`src/design/ppdh_pkg.sv`:
```
// ----------------------------------------------------------------------------
// ppdh_pkg
// Shared types for the partial pair-distance histogram core.
// ----------------------------------------------------------------------------
package ppdh_pkg;

  typedef enum logic [1:0] {
    OP_ACCUMULATE = 2'd0,
    OP_READ       = 2'd1
  } op_code_t;

  typedef struct packed {
    logic               operation;
    logic [2:0]         pair_slot;
    logic signed [31:0] first_x;
    logic signed [31:0] first_y;
    logic signed [31:0] first_z;
    logic signed [31:0] second_x;
    logic signed [31:0] second_y;
    logic signed [31:0] second_z;
    logic               same_atom;
    logic               same_molecule;
    logic [7:0]         read_bin;
  } request_t;

  typedef struct packed {
    logic [31:0] bin_count;
    logic        counted;
    logic [7:0]  hit_bin;
  } result_t;

  typedef enum logic [2:0] {
    REG_BOX_X, REG_BOX_Y, REG_BOX_Z,
    REG_INV_BOX_X, REG_INV_BOX_Y, REG_INV_BOX_Z,
    REG_INV_BIN_WIDTH, REG_INTERACTION_MODE
  } reg_index_t;

  localparam logic [1:0] MODE_ALL   = 2'd0;
  localparam logic [1:0] MODE_INTER = 2'd1;
  localparam logic [1:0] MODE_INTRA = 2'd2;

  typedef struct packed {
    logic [30:0] box_x;
    logic [30:0] box_y;
    logic [30:0] box_z;
    logic [31:0] inv_box_x;
    logic [31:0] inv_box_y;
    logic [31:0] inv_box_z;
    logic [31:0] inv_bin_width;
    logic [1:0]  interaction_mode;
  } cfg_t;

  // Classification made by the front end
  typedef enum logic [1:0] {
    KIND_ACC       = 2'd0,  // accumulate, passes all filters
    KIND_SKIP      = 2'd1,  // accumulate, rejected
    KIND_READ      = 2'd2,  // read and clear a stored counter
    KIND_READ_NONE = 2'd3   // read of a slot or bin outside the store
  } kind_t;

  typedef struct packed {
    kind_t              kind;
    logic [2:0]         pair_slot;
    logic signed [31:0] first_x;
    logic signed [31:0] first_y;
    logic signed [31:0] first_z;
    logic signed [31:0] second_x;
    logic signed [31:0] second_y;
    logic signed [31:0] second_z;
    logic [7:0]         read_bin;
  } work_item_t;

  typedef struct packed {
    logic       valid;
    work_item_t item;
  } queue_head_t;

endpackage

```
`src/design/ppdh_front.sv`:
```
// ----------------------------------------------------------------------------
// ppdh_front
// Accepts items, classifies them and holds them in a two-entry queue.
// ----------------------------------------------------------------------------
module ppdh_front #(
  parameter int NUM_PAIR_SLOTS = 8,
  parameter int NUM_BINS       = 256
) (
  input  logic                 clk,
  input  logic                 rst,
  input  logic                 push,
  input  ppdh_pkg::request_t   request,
  input  logic [1:0]           mode,
  output logic                 full,
  output ppdh_pkg::queue_head_t head,
  input  logic                 take
);
  import ppdh_pkg::*;

  localparam int QDEPTH = 2;

  work_item_t entry [QDEPTH];
  logic       wr_ptr, rd_ptr;
  logic [1:0] count;
  work_item_t incoming;
  logic       slot_ok, rb_ok, reject;
  logic       do_push, do_take;

  always_comb begin
    slot_ok = 32'(request.pair_slot) < NUM_PAIR_SLOTS;
    rb_ok   = 32'(request.read_bin) < NUM_BINS;
    reject  = !slot_ok || request.same_atom
              || (mode == MODE_INTER && request.same_molecule)
              || (mode == MODE_INTRA && !request.same_molecule);
    incoming.pair_slot = request.pair_slot;
    incoming.first_x   = request.first_x;
    incoming.first_y   = request.first_y;
    incoming.first_z   = request.first_z;
    incoming.second_x  = request.second_x;
    incoming.second_y  = request.second_y;
    incoming.second_z  = request.second_z;
    incoming.read_bin  = request.read_bin;
    if (request.operation) begin
      incoming.kind = (slot_ok && rb_ok) ? KIND_READ : KIND_READ_NONE;
    end else begin
      incoming.kind = reject ? KIND_SKIP : KIND_ACC;
    end
  end

  assign full       = (count == 2'(QDEPTH));
  assign do_push    = push && !full;
  assign do_take    = take && (count != 2'd0);
  assign head.valid = (count != 2'd0);
  assign head.item  = entry[rd_ptr];

  always_ff @(posedge clk) begin
    if (do_push) begin
      entry[wr_ptr] <= incoming;
    end
    if (rst) begin
      wr_ptr <= 1'b0;
      rd_ptr <= 1'b0;
      count  <= 2'd0;
    end else begin
      if (do_push) wr_ptr <= ~wr_ptr;
      if (do_take) rd_ptr <= ~rd_ptr;
      count <= count + 2'(do_push) - 2'(do_take);
    end
  end

endmodule

```
`config.mk`:
```
export PLATFORM = sky130hd
export DESIGN_NAME = ppdh_front
export DESIGN_NICKNAME = d
export VERILOG_FILES = /design/src/design/ppdh_pkg.sv /design/src/design/ppdh_front.sv
export SDC_FILE = /design/constraint.sdc
export NUM_CORES = 1
export LEC_CHECK = 0
export BUFFER_PORTS_ARGS = -buffer_cell sky130_fd_sc_hd__buf_4
export CORE_MARGIN = 2
export CORE_UTILIZATION = 45
export DETAILED_ROUTE_END_ITERATION = 12
export HOLD_SLACK_MARGIN = 0.15
export PLACE_DENSITY = 0.7
export SLEW_MARGIN = 10
export SYNTH_ARGS = -nofsm -noshare
export SYNTH_HDL_FRONTEND = slang
export SYNTH_SLANG_ARGS = --single-unit
```
`constraint.sdc`:
```
create_clock -name clk -period 13.05 [get_ports clk]
set_input_delay 0.6525 -clock clk [delete_from_list [all_inputs] [get_ports clk]]
set_output_delay 0.6525 -clock clk [all_outputs]
set_load 0.005 [all_outputs]
```
==> impl_summary.log <==
INFO  metric run_status = complete, no violations
INFO  metric dr_drc_count = 0
INFO  metric post-layout-total-power = 4.10 mW
INFO  metric tritoncts_clock_tree = yes
INFO  metric drt.antenna.violating_nets = 0
INFO  metric met3_usage = 5.34%
INFO  metric start_util = 45.6%
INFO  metric final_clock_period_utilization_by_the_worst_path = 33.3%
INFO  metric max-clock-path-buffers = 3
INFO  metric final.fill_count = 2566
INFO  metric drv_cap = 0
INFO  metric peakVddDrop = 0.138 mV
INFO  metric floorplan.die.height = 191 um
INFO  metric ys_ff_latch = 415
INFO  metric final_wl = 32000 um
INFO  metric gpl.final_weighted_congestion = 0.798
INFO  metric post_synth_top_area_cell = edfxtp_1
INFO  metric setup_viol_count_final = 0
INFO  metric ys_top_cells_by_area = edfxtp_1 (79%), mux2_4 (14%), mux2_2 (4.0%)
INFO  metric num_vias = 7717
INFO  metric post-place-ws = 9280 ps
INFO  metric port-buffer-count = 418
INFO  metric critical_path.cell_chain = buf_4 > buf_4 > mux2_2 > buf_4
INFO  metric clkSlewWorstSetupHoldPaths = 60 ps
INFO  metric drc_marker_count_from_the_first_detailed_route_iteration = 454
INFO  metric timing.critical_path.mode_cell = buf_4
INFO  metric synthesis.yosys.warnings = 0
INFO  metric cp_data_required_time = 12400 ps
INFO  metric post-route-min-period = 4350 ps
INFO  metric place.detailed.hpwl = 21900 um
INFO  metric cts_post_setup_buffers_inserted = 0
INFO  metric avgSynthCellArea = 23.4 um^2
INFO  metric hold_viol_final = 0
INFO  metric routedWlPerCell = 20.0 um
INFO  metric max_freq = 230 MHz
INFO  metric cts_resized = 0
INFO  metric cts_sinks = 415
INFO  metric synth_seq_area_share = 79.2%
INFO  metric drt-vias-per-instance = 4.81
INFO  metric ys_types = 24
INFO  metric fin_setup_tns = 0 ps
INFO  metric design.core.area = 0.0344 mm^2
INFO  metric die_area = 0.0363 mm^2
INFO  metric clock_tree.htree_level_count = 2
INFO  metric power_leakage = 7.96 nW
INFO  metric design.portCount = 419
INFO  metric cp_max_fo = 59
INFO  metric grt_busiest_layer = met2
INFO  metric total_iterations_of_the_first_detailed_routing_run = 7
INFO  metric final_standard_cell_utilization_of_the_core = 60.1%
INFO  metric critical_path.slowest_cell = buf_4
INFO  metric clock_network_latency_to_the_later_pin_of_the_worst_skew_pair = 530 ps
INFO  metric timing.critical_path.arrival = 3690 ps
INFO  metric critical_path.startpoint_type = register
INFO  metric tightestPinTransition = 1120 ps
INFO  metric syn_to_final_growth = 31.8%
INFO  metric design.final.nets = 1329
INFO  metric met1_usage = 18.8%
INFO  metric rsz0062_at_grt = no
INFO  metric netlist.area_leader.share = 78.6%
INFO  metric first_global_vias = 7931
INFO  metric grtUsageMet2 = 30.0%
INFO  metric cts_hold_buf = 0
INFO  metric final_critical_path_setup_slack = 8700 ps
INFO  metric synth_nets = 883
INFO  metric grt_antenna_before_repair = 1
INFO  metric critPathCaptureType = primary output
INFO  metric power_density = 198 mW/mm^2
INFO  metric syn_inst = 669
INFO  metric grt_pass1_wl = 45800 um
INFO  metric grt-ovfl-total = 0
INFO  metric critical_path_class = register to primary output
INFO  metric area_of_the_multi_input_gates = 0.00302 mm^2
INFO  metric clock-root-buffer = clkbuf_16
INFO  metric maximum_number_of_pins_on_one_net_before_global_route_repair = 131
INFO  metric fp.dieW = 191 um
INFO  metric timing.slew.headroom = 25.3%
INFO  metric fraction_of_layout_instances_using_a_drive_strength_above_1 = 60.6%
INFO  metric clock_skew = 8.76 ps
INFO  metric grt_overall_usage = 16.8%
INFO  metric maxSlewViolCount = 0
INFO  metric num_rows = 68
INFO  metric slowest_delay = 860 ps
INFO  metric tritoncts.num_buffers = 43
INFO  metric hold_class = input port to register
INFO  metric synthesis.area = 0.0157 mm^2
INFO  metric ff_latch_area = 0.0124 mm^2
[through the flow]
stage                     hold WS [ps]  std cells  area, um^2
after detailed placement           487       1525       19200
final                              303       1603       20600
after global routing               275       1602       20600
after global placement             476       1525       19200
after CTS                          268       1601       20600
after floorplan                    452        669       15700
[placed cells by master, fill, tap and decap left out]
master	count
a21oi_1	1
clkbuf_1	9
nand2b_1	1
a211oi_1	1
clkbuf_16	45
nand2_1	1
clkinv_4	2
mux2_2	55
bufinv_16	6
and3_4	1
nor3_1	2
nor2b_1	1
or3_1	1
clkinv_2	6
and2_1	1
nor2_1	4
xnor2_1	1
o21ai_0	1
inv_1	3
dfxtp_1	4
edfxtp_1	410
nor3b_1	1
dfxtp_4	1
clkinvlp_4	3
inv_8	1
diode_2	2
buf_4	424
o21a_1	1
mux2_4	150
ha_1	2
xor2_1	1
or2_2	1
clkinv_1	5
[registers in the layout, indices dropped and copies added (netlist names), named ones only]
| signal | count |
|---|---|
| count | 2 |
| rd_ptr | 1 |
| wr_ptr | 1 |
| entry | 410 |
[power by group]
| part | total (mW) | switching (mW) | internal [mW] |
|---|---|---|---|
| Combinational | 1.10 | 0.451 | 0.654 |
| Clock | 1.22 | 0.473 | 0.748 |
| Sequential | 1.77 | 0.0681 | 1.70 |
[logic make-up (layout without fill, tap and decap cells)]
family	Yosys count	in the layout	share of synthesized area, %
adders and majority gates	2	2	0.160
muxes	205	205	18.3
buffers and inverters	27	504	1.55
DFF	415	415	79.2
AOI/OAI and AO/OA	4	4	0.160
other	0	2	0
and+or+nand+nor	14	14	0.471
xor gates and xnor gates	2	2	0.112
[path summary, 6_finish.rpt]
check | from | endpoint | slack [ps] | depth (start not counted)
max | register | head[4] | 8700 | 4
min | request[17] | entry[0][15] | 300 | 1
max reg2reg | count[0] | entry[0][163] | 9960 | 5
min reg2reg | wr_ptr | wr_ptr | 490 | 2
[synth_stat cells]
| library cell | number |
|---|---|
| a211oi_1 | 1 |
| a21oi_1 | 1 |
| and2_1 | 1 |
| and3_1 | 1 |
| buf_2 | 5 |
| buf_6 | 18 |
| dfxtp_1 | 5 |
| edfxtp_1 | 410 |
| ha_1 | 2 |
| inv_1 | 4 |
| mux2_2 | 55 |
| mux2_4 | 150 |
| nand2_1 | 1 |
| nand2b_1 | 1 |
| nor2_1 | 4 |
| nor2b_1 | 1 |
| nor3_1 | 2 |
| nor3b_1 | 1 |
| o21a_1 | 1 |
| o21ai_0 | 1 |
| or2_2 | 1 |
| or3_1 | 1 |
| xnor2_1 | 1 |
| xor2_1 | 1 |
[layout make-up]
cell class | instances | share of cell area (%)
repair buffers | 424 | 15.4
diodes | 2 | 0.0242
inverters | 4 | 0.109
well taps | 455 | 2.76
clock inverters | 22 | 1.30
clock buffers | 54 | 5.62
flip-flops and latches | 415 | 60.1
multi-input cells | 227 | 14.6
[worst max-delay path: cells and delay by family (launching register included)]
| family | cells | cell delay [ps] |
|---|---|---|
| multiplexers | 1 | 430 |
| flip-flops | 1 | 710 |
| buffers and inverters | 3 | 1800 |
[metal layers]
metal / vias up / share of wire, %
li1: 3553 / -
met5: - / 0
met4: 0 / 2.4
met3: 43 / 8.2
met1: 3827 / 36
met2: 294 / 53
Power figures use the tool's default switching activity.
